===== config.mk =====
export PLATFORM = sky130hd
export DESIGN_NAME = imu_complementary_attitude
export DESIGN_NICKNAME = d
export VERILOG_FILES = /design/src/rtl/imuca_pkg.sv /design/src/rtl/imuca_ctrl.sv /design/src/rtl/imuca_dp.sv /design/src/rtl/imu_complementary_attitude.sv
export SDC_FILE = /design/constraint.sdc
export NUM_CORES = 2
export LEC_CHECK = 0
export BUFFER_PORTS_ARGS = -buffer_cell sky130_fd_sc_hd__buf_2
export CAP_MARGIN = 5
export CORE_ASPECT_RATIO = 0.9
export CORE_MARGIN = 8
export CORE_UTILIZATION = 40
export DETAILED_ROUTE_END_ITERATION = 10
export PLACE_DENSITY = 0.58
export SLEW_MARGIN = 30
export SYNTH_ARGS = -nofsm -noshare
export SYNTH_HDL_FRONTEND = slang
export SYNTH_SLANG_ARGS = --single-unit

===== constraint.sdc =====
create_clock -name clk -period 19.8 [get_ports clk]
set_clock_uncertainty 0.05 [all_clocks]
set_input_delay 1.98 -clock clk [delete_from_list [all_inputs] [get_ports clk]]
set_output_delay 1.98 -clock clk [all_outputs]
set_load 0.02 [all_outputs]

===== src/rtl/imuca_pkg.sv =====
// Shared types, command codes and constants for the IMU attitude filter.
// No dependencies; used by the controller, the datapath and the top level.
package imuca_pkg;

  localparam int CordicSteps = 23;
  localparam int CordicIdxW  = 5;

  // Configuration register indexes.
  localparam logic [1:0] REG_BLEND_WEIGHT   = 2'd0;
  localparam logic [1:0] REG_GYRO_STEP_GAIN = 2'd1;

  localparam logic [15:0] BLEND_WEIGHT_RESET   = 16'd62415;
  localparam logic [23:0] GYRO_STEP_GAIN_RESET = 24'd5115;

  // 90 degrees in Q.16.
  localparam logic signed [25:0] ANGLE_90 = 26'sd5898240;

  // floor(n / 34) == (n * TEMP_RECIP) >> TEMP_SHIFT for every n below 2^20.
  localparam logic [19:0] TEMP_RECIP  = 20'd986896;
  localparam int          TEMP_SHIFT  = 25;
  localparam logic signed [20:0] TEMP_OFFSET = 21'sd340017;
  localparam logic [14:0] TEMP_BIAS   = 15'd6347;

  // Operations issued to the shared multiplier, in slot order.
  typedef enum logic [3:0] {
    OP_NONE,
    OP_GYRO_ROLL,
    OP_GYRO_PITCH,
    OP_GYRO_YAW,
    OP_BLEND_ROLL_LO,
    OP_BLEND_ROLL_HI,
    OP_FINISH_ROLL,
    OP_BLEND_PITCH_LO,
    OP_BLEND_PITCH_HI,
    OP_FINISH_PITCH
  } mul_op_t;

  typedef struct packed {
    logic                  load;
    logic                  cordic_init;
    logic                  cordic_pitch;
    logic                  cordic_step;
    logic [CordicIdxW-1:0] cordic_idx;
    logic                  cordic_save;
    mul_op_t               op;
    logic                  latch_out;
  } dp_cmd_t;

  typedef struct packed {
    logic y_zero;
  } dp_status_t;

  // atan(2^-i) in degrees, Q.16, rounded.
  function automatic logic [21:0] atan_entry(input logic [CordicIdxW-1:0] i);
    logic [21:0] r;
    case (i)
      5'd0:  r = 22'd2949120;
      5'd1:  r = 22'd1740967;
      5'd2:  r = 22'd919879;
      5'd3:  r = 22'd466945;
      5'd4:  r = 22'd234379;
      5'd5:  r = 22'd117304;
      5'd6:  r = 22'd58666;
      5'd7:  r = 22'd29335;
      5'd8:  r = 22'd14668;
      5'd9:  r = 22'd7334;
      5'd10: r = 22'd3667;
      5'd11: r = 22'd1833;
      5'd12: r = 22'd917;
      5'd13: r = 22'd458;
      5'd14: r = 22'd229;
      5'd15: r = 22'd115;
      5'd16: r = 22'd57;
      5'd17: r = 22'd29;
      5'd18: r = 22'd14;
      5'd19: r = 22'd7;
      5'd20: r = 22'd4;
      5'd21: r = 22'd2;
      5'd22: r = 22'd1;
      default: r = 22'd0;
    endcase
    return r;
  endfunction

endpackage


===== src/rtl/imuca_ctrl.sv =====
// Sequencing state machine for the IMU attitude filter.
// Depends on imuca_pkg; drives the datapath through dp_cmd_t.
module imuca_ctrl (
  input  logic                   clk,
  input  logic                   rst,
  input  logic                   in_valid,
  output logic                   in_stall,
  output logic                   out_valid,
  input  logic                   out_stall,
  input  imuca_pkg::dp_status_t  status,
  output imuca_pkg::dp_cmd_t     cmd
);
  import imuca_pkg::*;

  typedef enum logic [6:0] {
    ST_IDLE  = 7'b0000001,
    ST_CINIT = 7'b0000010,
    ST_CSTEP = 7'b0000100,
    ST_CSAVE = 7'b0001000,
    ST_MUL   = 7'b0010000,
    ST_DRAIN = 7'b0100000,
    ST_OUT   = 7'b1000000
  } state_t;

  localparam logic [CordicIdxW-1:0] LAST_STEP = CordicIdxW'(CordicSteps - 1);
  localparam logic [CordicIdxW-1:0] LAST_SLOT = 5'd8;

  state_t                state, state_next;
  logic                  pitch_pass, pitch_pass_next;
  logic [CordicIdxW-1:0] count, count_next;
  logic                  out_valid_next;

  assign in_stall = (state != ST_IDLE);

  always_comb begin
    cmd             = '0;
    cmd.op          = OP_NONE;
    cmd.cordic_pitch = pitch_pass;
    cmd.cordic_idx  = count;
    state_next      = state;
    pitch_pass_next = pitch_pass;
    count_next      = count;
    unique case (state)
      ST_IDLE: begin
        if (in_valid) begin
          cmd.load        = 1'b1;
          pitch_pass_next = 1'b0;
          state_next      = ST_CINIT;
        end
      end
      ST_CINIT: begin
        cmd.cordic_init = 1'b1;
        count_next      = '0;
        state_next      = ST_CSTEP;
      end
      ST_CSTEP: begin
        if (status.y_zero || count == LAST_STEP) begin
          cmd.cordic_step = !status.y_zero;
          state_next      = ST_CSAVE;
        end else begin
          cmd.cordic_step = 1'b1;
          count_next      = count + 1'b1;
        end
      end
      ST_CSAVE: begin
        cmd.cordic_save = 1'b1;
        if (!pitch_pass) begin
          pitch_pass_next = 1'b1;
          state_next      = ST_CINIT;
        end else begin
          count_next = '0;
          state_next = ST_MUL;
        end
      end
      ST_MUL: begin
        case (count)
          5'd0:    cmd.op = OP_GYRO_ROLL;
          5'd1:    cmd.op = OP_GYRO_PITCH;
          5'd2:    cmd.op = OP_GYRO_YAW;
          5'd3:    cmd.op = OP_BLEND_ROLL_LO;
          5'd4:    cmd.op = OP_BLEND_ROLL_HI;
          5'd5:    cmd.op = OP_FINISH_ROLL;
          5'd6:    cmd.op = OP_BLEND_PITCH_LO;
          5'd7:    cmd.op = OP_BLEND_PITCH_HI;
          5'd8:    cmd.op = OP_FINISH_PITCH;
          default: cmd.op = OP_NONE;
        endcase
        if (count == LAST_SLOT) begin
          state_next = ST_DRAIN;
        end else begin
          count_next = count + 1'b1;
        end
      end
      ST_DRAIN: begin
        state_next = ST_OUT;
      end
      ST_OUT: begin
        if (!out_valid || !out_stall) begin
          cmd.latch_out = 1'b1;
          state_next    = ST_IDLE;
        end
      end
      default: begin
        state_next = ST_IDLE;
      end
    endcase
  end

  assign out_valid_next = (out_valid && out_stall) || cmd.latch_out;

  always_ff @(posedge clk) begin
    if (rst) begin
      state      <= ST_IDLE;
      pitch_pass <= 1'b0;
      count      <= '0;
      out_valid  <= 1'b0;
    end else begin
      state      <= state_next;
      pitch_pass <= pitch_pass_next;
      count      <= count_next;
      out_valid  <= out_valid_next;
    end
  end

endmodule


===== src/rtl/imuca_dp.sv =====
// Datapath of the IMU attitude filter: CORDIC vectoring unit, shared
// multiplier with writeback, estimates, temperature path and output registers.
// Depends on imuca_pkg; commanded by imuca_ctrl.
module imuca_dp (
  input  logic                     clk,
  input  logic                     rst,
  input  imuca_pkg::dp_cmd_t       cmd,
  output imuca_pkg::dp_status_t    status,
  input  logic                     cfg_we,
  input  logic [1:0]               cfg_index,
  input  logic [23:0]              cfg_data,
  input  logic signed [15:0]       accel_x,
  input  logic signed [15:0]       accel_y,
  input  logic signed [15:0]       accel_z,
  input  logic signed [15:0]       gyro_x,
  input  logic signed [15:0]       gyro_y,
  input  logic signed [15:0]       gyro_z,
  input  logic signed [15:0]       temp_raw,
  output logic signed [23:0]       roll_angle,
  output logic signed [23:0]       pitch_angle,
  output logic signed [23:0]       yaw_angle,
  output logic signed [14:0]       temperature_centi
);
  import imuca_pkg::*;

  localparam logic signed [39:0] EST_MAX = {1'b0, {39{1'b1}}};
  localparam logic signed [39:0] EST_MIN = {1'b1, {39{1'b0}}};

  function automatic logic signed [39:0] sat40(input logic signed [42:0] v);
    logic signed [39:0] r;
    if (v > 43'(EST_MAX)) begin
      r = EST_MAX;
    end else if (v < 43'(EST_MIN)) begin
      r = EST_MIN;
    end else begin
      r = v[39:0];
    end
    return r;
  endfunction

  function automatic logic signed [23:0] angle_out(input logic signed [39:0] e);
    logic signed [40:0] v;
    logic signed [31:0] s;
    logic signed [23:0] r;
    v = 41'(e) + 41'sd256;
    s = v[40:9];
    if (s > 32'sd8388607) begin
      r = 24'sh7FFFFF;
    end else if (s < -32'sd8388608) begin
      r = 24'sh800000;
    end else begin
      r = s[23:0];
    end
    return r;
  endfunction

  logic [15:0]        blend_weight;
  logic [23:0]        gyro_step_gain;
  logic signed [15:0] ax, ay, az, gx, gy, gz;
  logic [19:0]        temp_num;
  logic [39:0]        temp_prod;
  logic signed [39:0] cx, cy;
  logic signed [25:0] cz;
  logic signed [25:0] roll_acc, pitch_acc;
  logic signed [39:0] roll_est, pitch_est, yaw_est;
  logic signed [40:0] diff_roll, diff_pitch;
  logic signed [24:0] mul_a;
  logic signed [21:0] mul_b;
  logic signed [46:0] prod;
  mul_op_t            prod_op;
  logic signed [57:0] acc;

  // Configuration registers; writes to unused indexes are dropped.
  always_ff @(posedge clk) begin
    if (rst) begin
      blend_weight   <= BLEND_WEIGHT_RESET;
      gyro_step_gain <= GYRO_STEP_GAIN_RESET;
    end else if (cfg_we) begin
      unique case (cfg_index)
        REG_BLEND_WEIGHT:   blend_weight   <= cfg_data[15:0];
        REG_GYRO_STEP_GAIN: gyro_step_gain <= cfg_data;
        default: ;
      endcase
    end
  end

  // Input capture and temperature numerator (always positive, below 2^20).
  logic signed [20:0] tr_ext, temp_sum;
  assign tr_ext   = 21'(temp_raw);
  assign temp_sum = (tr_ext <<< 3) + (tr_ext <<< 1) + TEMP_OFFSET;

  always_ff @(posedge clk) begin
    if (cmd.load) begin
      ax       <= accel_x;
      ay       <= accel_y;
      az       <= accel_z;
      gx       <= gyro_x;
      gy       <= gyro_y;
      gz       <= gyro_z;
      temp_num <= temp_sum[19:0];
    end
    temp_prod <= temp_num * TEMP_RECIP;
  end

  // CORDIC vectoring with a quarter-turn pre-rotation for negative x.
  logic signed [15:0] y_in;
  logic signed [39:0] xs, ys, dx, dy;
  logic [21:0]        step_angle;
  assign y_in       = cmd.cordic_pitch ? ax : ay;
  assign xs         = {{8{az[15]}}, az, 16'b0};
  assign ys         = {{8{y_in[15]}}, y_in, 16'b0};
  assign dx         = cy >>> cmd.cordic_idx;
  assign dy         = cx >>> cmd.cordic_idx;
  assign step_angle = atan_entry(cmd.cordic_idx);
  assign status.y_zero = (cy == '0);

  always_ff @(posedge clk) begin
    if (cmd.cordic_init) begin
      if (az[15]) begin
        if (!y_in[15]) begin
          cx <= ys;
          cy <= -xs;
          cz <= ANGLE_90;
        end else begin
          cx <= -ys;
          cy <= xs;
          cz <= -ANGLE_90;
        end
      end else begin
        cx <= xs;
        cy <= ys;
        cz <= '0;
      end
    end else if (cmd.cordic_step && !status.y_zero) begin
      if (!cy[39]) begin
        cx <= cx + dx;
        cy <= cy - dy;
        cz <= cz + $signed({4'b0, step_angle});
      end else begin
        cx <= cx - dx;
        cy <= cy + dy;
        cz <= cz - $signed({4'b0, step_angle});
      end
    end
    if (cmd.cordic_save) begin
      if (cmd.cordic_pitch) begin
        pitch_acc <= -cz;
      end else begin
        roll_acc <= cz;
      end
    end
  end

  // Operand selection for the shared multiplier.
  always_comb begin
    mul_a = 25'({1'b0, gyro_step_gain});
    mul_b = '0;
    case (cmd.op)
      OP_GYRO_ROLL:  mul_b = 22'(gx);
      OP_GYRO_PITCH: mul_b = 22'(gy);
      OP_GYRO_YAW:   mul_b = 22'(gz);
      OP_BLEND_ROLL_LO: begin
        mul_a = 25'({1'b0, blend_weight});
        mul_b = {2'b0, diff_roll[19:0]};
      end
      OP_BLEND_ROLL_HI: begin
        mul_a = 25'({1'b0, blend_weight});
        mul_b = {diff_roll[40], diff_roll[40:20]};
      end
      OP_BLEND_PITCH_LO: begin
        mul_a = 25'({1'b0, blend_weight});
        mul_b = {2'b0, diff_pitch[19:0]};
      end
      OP_BLEND_PITCH_HI: begin
        mul_a = 25'({1'b0, blend_weight});
        mul_b = {diff_pitch[40], diff_pitch[40:20]};
      end
      default: ;
    endcase
  end

  // Writeback of the registered product, in the cycle after its issue.
  logic signed [46:0] gyro_round;
  logic signed [38:0] gyro_inc;
  logic signed [57:0] blend_round;
  logic signed [41:0] blend_inc;
  logic signed [39:0] gyro_base;
  logic signed [25:0] blend_base;
  logic signed [39:0] gyro_new, blend_new;

  assign gyro_round  = prod + 47'sd128;
  assign gyro_inc    = gyro_round[46:8];
  assign blend_round = acc + 58'sd32768;
  assign blend_inc   = blend_round[57:16];

  always_comb begin
    case (prod_op)
      OP_GYRO_PITCH: gyro_base = pitch_est;
      OP_GYRO_YAW:   gyro_base = yaw_est;
      default:       gyro_base = roll_est;
    endcase
  end
  assign blend_base = (prod_op == OP_FINISH_PITCH) ? pitch_acc : roll_acc;
  assign gyro_new   = sat40(43'(gyro_base) + 43'(gyro_inc));
  assign blend_new  = sat40(43'(blend_inc) + 43'(blend_base));

  always_ff @(posedge clk) begin
    prod <= mul_a * mul_b;
    diff_roll  <= 41'(roll_est) - 41'(roll_acc);
    diff_pitch <= 41'(pitch_est) - 41'(pitch_acc);
    case (prod_op)
      OP_BLEND_ROLL_LO, OP_BLEND_PITCH_LO: acc <= 58'(prod);
      OP_BLEND_ROLL_HI, OP_BLEND_PITCH_HI: acc <= acc + (58'(prod) <<< 20);
      default: ;
    endcase
  end

  always_ff @(posedge clk) begin
    if (rst) begin
      prod_op   <= OP_NONE;
      roll_est  <= '0;
      pitch_est <= '0;
      yaw_est   <= '0;
    end else begin
      prod_op <= cmd.op;
      case (prod_op)
        OP_GYRO_ROLL:    roll_est  <= gyro_new;
        OP_GYRO_PITCH:   pitch_est <= gyro_new;
        OP_GYRO_YAW:     yaw_est   <= gyro_new;
        OP_FINISH_ROLL:  roll_est  <= blend_new;
        OP_FINISH_PITCH: pitch_est <= blend_new;
        default: ;
      endcase
    end
  end

  // Output register.
  always_ff @(posedge clk) begin
    if (cmd.latch_out) begin
      roll_angle        <= angle_out(roll_est);
      pitch_angle       <= angle_out(pitch_est);
      yaw_angle         <= angle_out(yaw_est);
      temperature_centi <= $signed(temp_prod[TEMP_SHIFT +: 15] - TEMP_BIAS);
    end
  end

endmodule


===== src/rtl/imu_complementary_attitude.sv =====
// Top level of the complementary-filter attitude estimator.
// Depends on imuca_pkg, imuca_ctrl and imuca_dp.
//
// Channel   Direction  Handshake              Payload
// input     in         in_valid / in_stall    accel_x..z, gyro_x..z, temp_raw
// output    out        out_valid / out_stall  roll, pitch, yaw angle, temp
// config    in         cfg_valid / cfg_ready  cfg_index, cfg_data
//
// From its transfer to its result entering the output register, an item passes
// through two CORDIC passes (pre-rotation, up to 23 micro-rotations, save), nine
// slots on the shared multiplier, a drain state and the output state. A CORDIC
// pass ends early once its y value is zero. The next transfer can happen in the
// cycle after the result enters the output register. in_stall is high from the
// input transfer until the result is in the output register; a stalled result
// holds and the next item waits behind it. Reset clears the three estimates and
// loads the register defaults.
module imu_complementary_attitude (
  input  logic               clk,
  input  logic               rst,
  input  logic               in_valid,
  output logic               in_stall,
  input  logic signed [15:0] accel_x,
  input  logic signed [15:0] accel_y,
  input  logic signed [15:0] accel_z,
  input  logic signed [15:0] gyro_x,
  input  logic signed [15:0] gyro_y,
  input  logic signed [15:0] gyro_z,
  input  logic signed [15:0] temp_raw,
  output logic               out_valid,
  input  logic               out_stall,
  output logic signed [23:0] roll_angle,
  output logic signed [23:0] pitch_angle,
  output logic signed [23:0] yaw_angle,
  output logic signed [14:0] temperature_centi,
  input  logic               cfg_valid,
  output logic               cfg_ready,
  input  logic [1:0]         cfg_index,
  input  logic [23:0]        cfg_data
);
  import imuca_pkg::*;

  dp_cmd_t    cmd;
  dp_status_t status;

  // Registers accept a write in every cycle.
  assign cfg_ready = 1'b1;

  imuca_ctrl u_ctrl (
    .clk       (clk),
    .rst       (rst),
    .in_valid  (in_valid),
    .in_stall  (in_stall),
    .out_valid (out_valid),
    .out_stall (out_stall),
    .status    (status),
    .cmd       (cmd)
  );

  imuca_dp u_dp (
    .clk               (clk),
    .rst               (rst),
    .cmd               (cmd),
    .status            (status),
    .cfg_we            (cfg_valid && cfg_ready),
    .cfg_index         (cfg_index),
    .cfg_data          (cfg_data),
    .accel_x           (accel_x),
    .accel_y           (accel_y),
    .accel_z           (accel_z),
    .gyro_x            (gyro_x),
    .gyro_y            (gyro_y),
    .gyro_z            (gyro_z),
    .temp_raw          (temp_raw),
    .roll_angle        (roll_angle),
    .pitch_angle       (pitch_angle),
    .yaw_angle         (yaw_angle),
    .temperature_centi (temperature_centi)
  );

endmodule


* Word-level counts from Yosys, hierarchy flattened
Memories as Yosys holds them, arrays and structs flattened. A register that Yosys moved wholly into a read port is not among the register bits.
Index checks and enable logic that the tools add are counted.
** Cells by class
- Multiply operators :: 2
- Reductions and logical operators :: 26
- Equal/unequal tests :: 34
- Bitwise logic cells :: 1
- Shift-type cells :: 2
- Multiplexer cells :: 56
- Add/subtract/negate cells :: 23
- $lt $le $gt $ge :: 10
** Operators by type and width (count)
- two-way mux 40 bit :: 14
- one-hot mux 40 bit (2 select lines) :: 3
- two-way mux 26 bit :: 6
- one-hot mux 22 bit (7 select lines) :: 1
- adder 40 x 10 -> 41 bit, second input constant :: 3
- one-hot mux 58 bit (2 select lines) :: 1
- greater-than comparator 32 x 24 -> 1 bit, second input constant :: 3
- less-than comparator 32 x 24 -> 1 bit, second input constant :: 3
- two-way mux 24 bit :: 4
- greater-than comparator 43 x 40 -> 1 bit, second input constant :: 2
- less-than comparator 43 x 40 -> 1 bit, second input constant :: 2
- subtractor 40 x 26 -> 41 bit :: 2
- adder 40 bit :: 2
- negation 32 -> 40 bit :: 2
- >>> shifter 40 x 5 -> 40 bit :: 2
- subtractor 40 bit :: 2
- adder 58 x 17 -> 58 bit, second input constant :: 1
- adder 58 bit :: 1
- one-hot mux 7 bit (7 select lines) :: 1
- adder 47 x 9 -> 47 bit, second input constant :: 1
- multiplier 25 x 22 -> 47 bit :: 1
- adder 42 x 26 -> 43 bit :: 1
- adder 40 x 39 -> 41 bit :: 1
- logical NOT 40 bit :: 1
- other kinds (43) :: 94
** Word-level totals
- Bits in registers :: 762
- Logic and storage cells :: 187
- Bits of input ports :: 143
- Memory bits (read-only) :: 768
- Memories :: 2
- Output and inout bits :: 90
** Memory list
- (name not given) :: depth 32, bits a word 22, rd ports 1, clocked after memory_dff 1, wr ports 0, line imuca_pkg.sv:56 : case (i)
- (name not given) :: depth 16, bits a word 4, rd ports 1, clocked after memory_dff 1, wr ports 0, line imuca_ctrl.sv:76 : case (count)

* Logic depth before layout (Yosys ltp)
- Depth in word-level cells :: 7
- Depth in mapped cells :: 39
- Mapped depth without buffers :: 35

* Cells and area by module
A second synthesis with hierarchy kept.
** Unflattened totals
- Cell total of the unflattened synthesis :: 8520
- Area, all modules :: 76657.3 um2
** By module, submodules not included
- imuca_dp :: instances 1, seq. area each 18267.5 um2, cells an instance 8380, area an instance 75492.4 um2
- imuca_ctrl :: instances 1, seq. area each 360.3 um2, cells an instance 138, area an instance 1153.6 um2
- imu_complementary_attitude :: instances 1, seq. area each 0.0 um2, cells an instance 2, area an instance 11.3 um2

* Least setup slack after synthesis
Ideal clock, no wire load.
- Path type :: register to register
- Start :: register u_ctrl.state[6]
- End :: register u_dp.prod[44]
- Path slack :: 10.720 ns
- Stages on the path, launching flop included :: 35
- Arrival :: 8.908 ns
- Clock period less this slack :: 9.080 ns
- Path buffers :: 3
- Data required time :: 19.628 ns
- Library setup time :: 0.122 ns
- Cells stage by stage :: dfxtp_1 > clkbuf_1 > nor3_1 > nand3_1 > nor2_1 > nand2_1 > nor4_1 > clkbuf_1 > a22oi_1 > nand3_1 > clkbuf_1 > nand2_1 > fa_1 > inv_1 > fa_1 > inv_1 > fa_1 > fa_1 > inv_1 > fa_1 > fa_1 > inv_1 > fa_1 > inv_1 > ha_1 > a21oi_1 > nor2_1 > o21ai_0 > a21oi_1 > or3_1 > a221o_1 > a31oi_1 > o31a_1 > o21ai_0 > a311o_1
** Between the ends
- Word-level cells in the longest chain between the ends :: 6
- Elaborated cells on any way between the ends :: 13
- Classes of those cells :: mul: 1; eq/ne: 8; mux: 3; reduce/logical: 1
** RTL lines
- start: declaration :: line imuca_ctrl.sv:28 : state_t state, state_next;
- start signal: assignment :: line imuca_ctrl.sv:118 : state <= state_next;
- equality test 7 x 5 -> 1 bit (*) :: line imuca_ctrl.sv:43 : unique case (state)
- two-way mux 4 bit (*) :: line imuca_ctrl.sv:43
- equality test 4 x 3 -> 1 bit / equality test 4 bit (equally long branches) :: line imuca_dp.sv:158 : case (cmd.op)
- OR reduction 4 bit (no source line)
- two-way mux 24 bit :: line imuca_dp.sv:158
- multiplier 25 x 22 -> 47 bit (*) :: line imuca_dp.sv:208 : prod <= mul_a * mul_b;
- end signal: assignment :: line imuca_dp.sv:208
- end: declaration :: line imuca_dp.sv:69 : logic signed [46:0] prod;
Mark *: on every way between the ends. The rest lies on a longest branch, timed or not.
A chain may end at the register's enable or synchronous reset.

* Final worst setup path
- Start :: register u_ctrl.count[4]
- End :: register u_dp.prod[45]
** Between the ends
- Word-level cells in the longest chain between the ends :: 6
- Elaborated cells on any way between the ends :: 13
- Classes of those cells :: mul: 1; eq/ne: 7; mux: 4; reduce/logical: 1
** RTL lines
- start: declaration :: line imuca_ctrl.sv:30 : logic [CordicIdxW-1:0] count, count_next;
- start signal: assignment :: line imuca_ctrl.sv:120 : count <= count_next;
- two-way mux 4 bit (*) :: line imuca_ctrl.sv:76
- two-way mux 4 bit (*) :: line imuca_ctrl.sv:43
- equality test 4 x 3 -> 1 bit / equality test 4 bit (equally long branches) :: line imuca_dp.sv:158
- OR reduction 4 bit (no source line)
- two-way mux 24 bit :: line imuca_dp.sv:158
- multiplier 25 x 22 -> 47 bit (*) :: line imuca_dp.sv:208
Marked as above.

==> flow_summary.toml <==
[status]
status = "complete, but fails checks"
violations = "design-rule violations"

[critical_path]
critPathKind = "reg2reg"
critPathCaptureType = "flop"
arrival_ps = 11240
start_kind = "flop"
worst-r2r-setup-slack_ps = 9170
cp_max_fo = 57
crit_required_ps = 20400
crit_slowest_cell = "inv_1"
crit_top_cell = "fa_1"
critical-path-max-stage-delay_ps = 600

[route]
top_layer = "met5"
wl_per_cell_um = 24.90
drc_errors = 5
dr.pass1.iters = 11
route.met3.wl_mm = 24.50
via_per_inst = 5.887
wirelength_mm = 281.9
via_count = 66640
drt-initial-drc-count = 6837
wl_met1_mm = 114.4
drtAntennaViolNets = 0
dr_wl_met2_mm = 127.6

[clock_network]
clock-sinks = 751
cts-htree-levels = 3
clkLatencyLatePin_ps = 750
path_clk_slew_ps = 60
hold_buffers = 0
cts_resized = 0
cts_root_buf = "clkbuf_16"
post_cts_buffers = 0
cts_tree = "yes"
numCtsBuffers = 88
clock_path_buffers = 3

[floorplanning]
die_h_um = 433.7
die_w_um = 480.2
die-area_mm2 = 0.2083
start_util_pct = 40.19
ios = 233
rows = 153
core_mm2 = 0.1930

[pwr]
irDropWorstVdd_v = 0.0005445
leakage_uw = 0.03669
power_density_mw_per_mm2 = 133.6

[synth]
synth_edf_count = 403
synthDominantCellAreaShare_pct = 15.60
synth_area_per_cell_um2 = 8.972
netlist_area_mm2 = 0.07756
synth_ff_type = "edfxtp_1"
syn_inst = 8645
syn-num-nets = 10000
synthTopCellsByCount = "nand2_1 (941), inv_1 (849), ha_1 (673)"
synth-async-reset-ratio_pct = 0
netlist-cell-type-count = 105
synth_area_leaders = "edfxtp_1 (16%), fa_1 (14%), ha_1 (11%)"
synth.most_common_cell = "nand2_1"
synth_seq_cells = 751
yosysTopAreaCell = "edfxtp_1"
yosysWarnings = 0
yosysSeqAreaShare_pct = 24.59

[timing]
hold_viol = 0
rsz0062_at_grt = "no"
layout_min_cycle_time_ps = 10630
max-slew-margin-rel_pct = 21.51
fin_crit_sh_pct = 53.71
setup_tns_ps = 0
fmax_ghz = 0.09403
worst_slew_pin_slew_ps = 1165
drv_slew = 0
setup-violations-final = 0

[finish]
nets = 10050
synthToLayoutAreaGrowth_pct = 8.764
stdcell_count = 11320
drive_above_1_share_pct = 8.973
n_fill_cell = 18900

[global_route]
grt_max_degree = 85
grt_pass1_vias = 65120
grt_usage_pct = 26.02
grt_overflow = 0
grt_pass1_wl_mm = 414.5
antenna_found_initial = 11

[worst_hold_path]
holdCritPathClass = "reg2reg"

[place]
place_inst = 11160
port_buffers = 231
place_congestion = 1.002
place_hpwl_mm = 223.1

[run]
drv_cap = 0
metrics by stage:
stage                     utilization, %  total power [uW]  instance area (um^2)  setup WS (ps)  hold slack (ps)
final                              43.72             11270                 84360           9166            407.5
after floorplan                        -              7759                 77560          10720            376.7
after detailed placement           42.14              9532                 81310           9316            399.7
after CTS                          43.70             11350                 84330           9284            408.6
after global routing               43.71             12370                 84350           8482            426.6
after global placement             42.08              9436                 81210           9544            388.2
critical path: cells and delay by family (launching register included):
family	cells	cell delay (ps)
compound gates	6	1920
simple gates	9	1890
flops	1	310
fa+ha+maj	8	4070
buf+inv	7	2030
xor+xnor	1	170
final timing paths:
kind / start / end / cells after the start
max: u_ctrl.count[4]$_SDFFE_PP0P_ / u_dp.prod[45]$_DFF_P_ / 31
min: u_dp.temp_prod[25]$_DFF_P_ / u_dp.temperature_centi[0]$_DFFE_PP_ / 1
max reg2reg: u_ctrl.count[4]$_SDFFE_PP0P_ / u_dp.prod[45]$_DFF_P_ / 31
min reg2reg: u_dp.temp_prod[25]$_DFF_P_ / u_dp.temperature_centi[0]$_DFFE_PP_ / 1
sequential cells by signal (all words and copies together) (netlist names), 26 cells and up, named ones only:
register,count
u_dp.pitch_est,40
u_dp.cy,40
u_dp.yaw_est,40
u_dp.pitch_acc,26
u_dp.acc,43
u_dp.prod,47
u_dp.cx,40
u_dp.roll_est,40
u_dp.roll_acc,26
u_dp.cz,26
u_dp.diff_pitch,41
u_dp.diff_roll,41
area by class of cell:
class	instances	area [um^2]	area share [%]
Inverter	855	3212	3.807
Clock inverter	45	575.6	0.6823
Timing Repair Buffer	336	1974	2.340
Antenna cell	3	7.507	0.008899
Tap cell	2557	3199	3.793
Clock buffer	115	2449	2.903
Sequential cell	751	19080	22.62
Multi-Input combinational cell	6658	53860	63.85
metal layers:
metal / vias up / track usage (%)
met5: - / 0
met4: 8 / 11.89
met3: 649 / 5.226
met1: 32600 / 33.66
li1: 30470 / -
met2: 2913 / 42.09
logic make-up after synthesis:
kind of cell	Yosys count	share of synthesized area [%]
compound gates	1976	16.54
xor+xnor	621	7.013
fa+ha+maj	1214	24.79
buf+inv	1236	6.249
flops	751	24.59
mux	274	5.372
other cells	1	0.004835
simple gates	2572	15.44
power breakdown:
group	switching (uW)	leakage [uW]	internal, uW
registers	272	0.00655	2070
logic	3970	0.0287	3210
clock network	735	0.00147	1010
total	4980	0.0367	6290
layout by cell type, fill, tap and decap left out, types with 86 or more instances in the layout:
cell	n
a21o_1	192
nor3_1	142
and3_1	86
inv_1	846
xor2_1	234
xnor2_1	387
nand2_1	940
nand3_1	175
a21oi_1	517
a31oi_1	111
fa_1	539
o21ai_0	431
ha_1	673
buf_2	232
clkbuf_16	91
mux4_2	93
dfxtp_1	343
edfxtp_1	403
nor2_1	660
mux2i_1	95
buf_4	98
No activity file was read; power rests on OpenSTA's default activity.
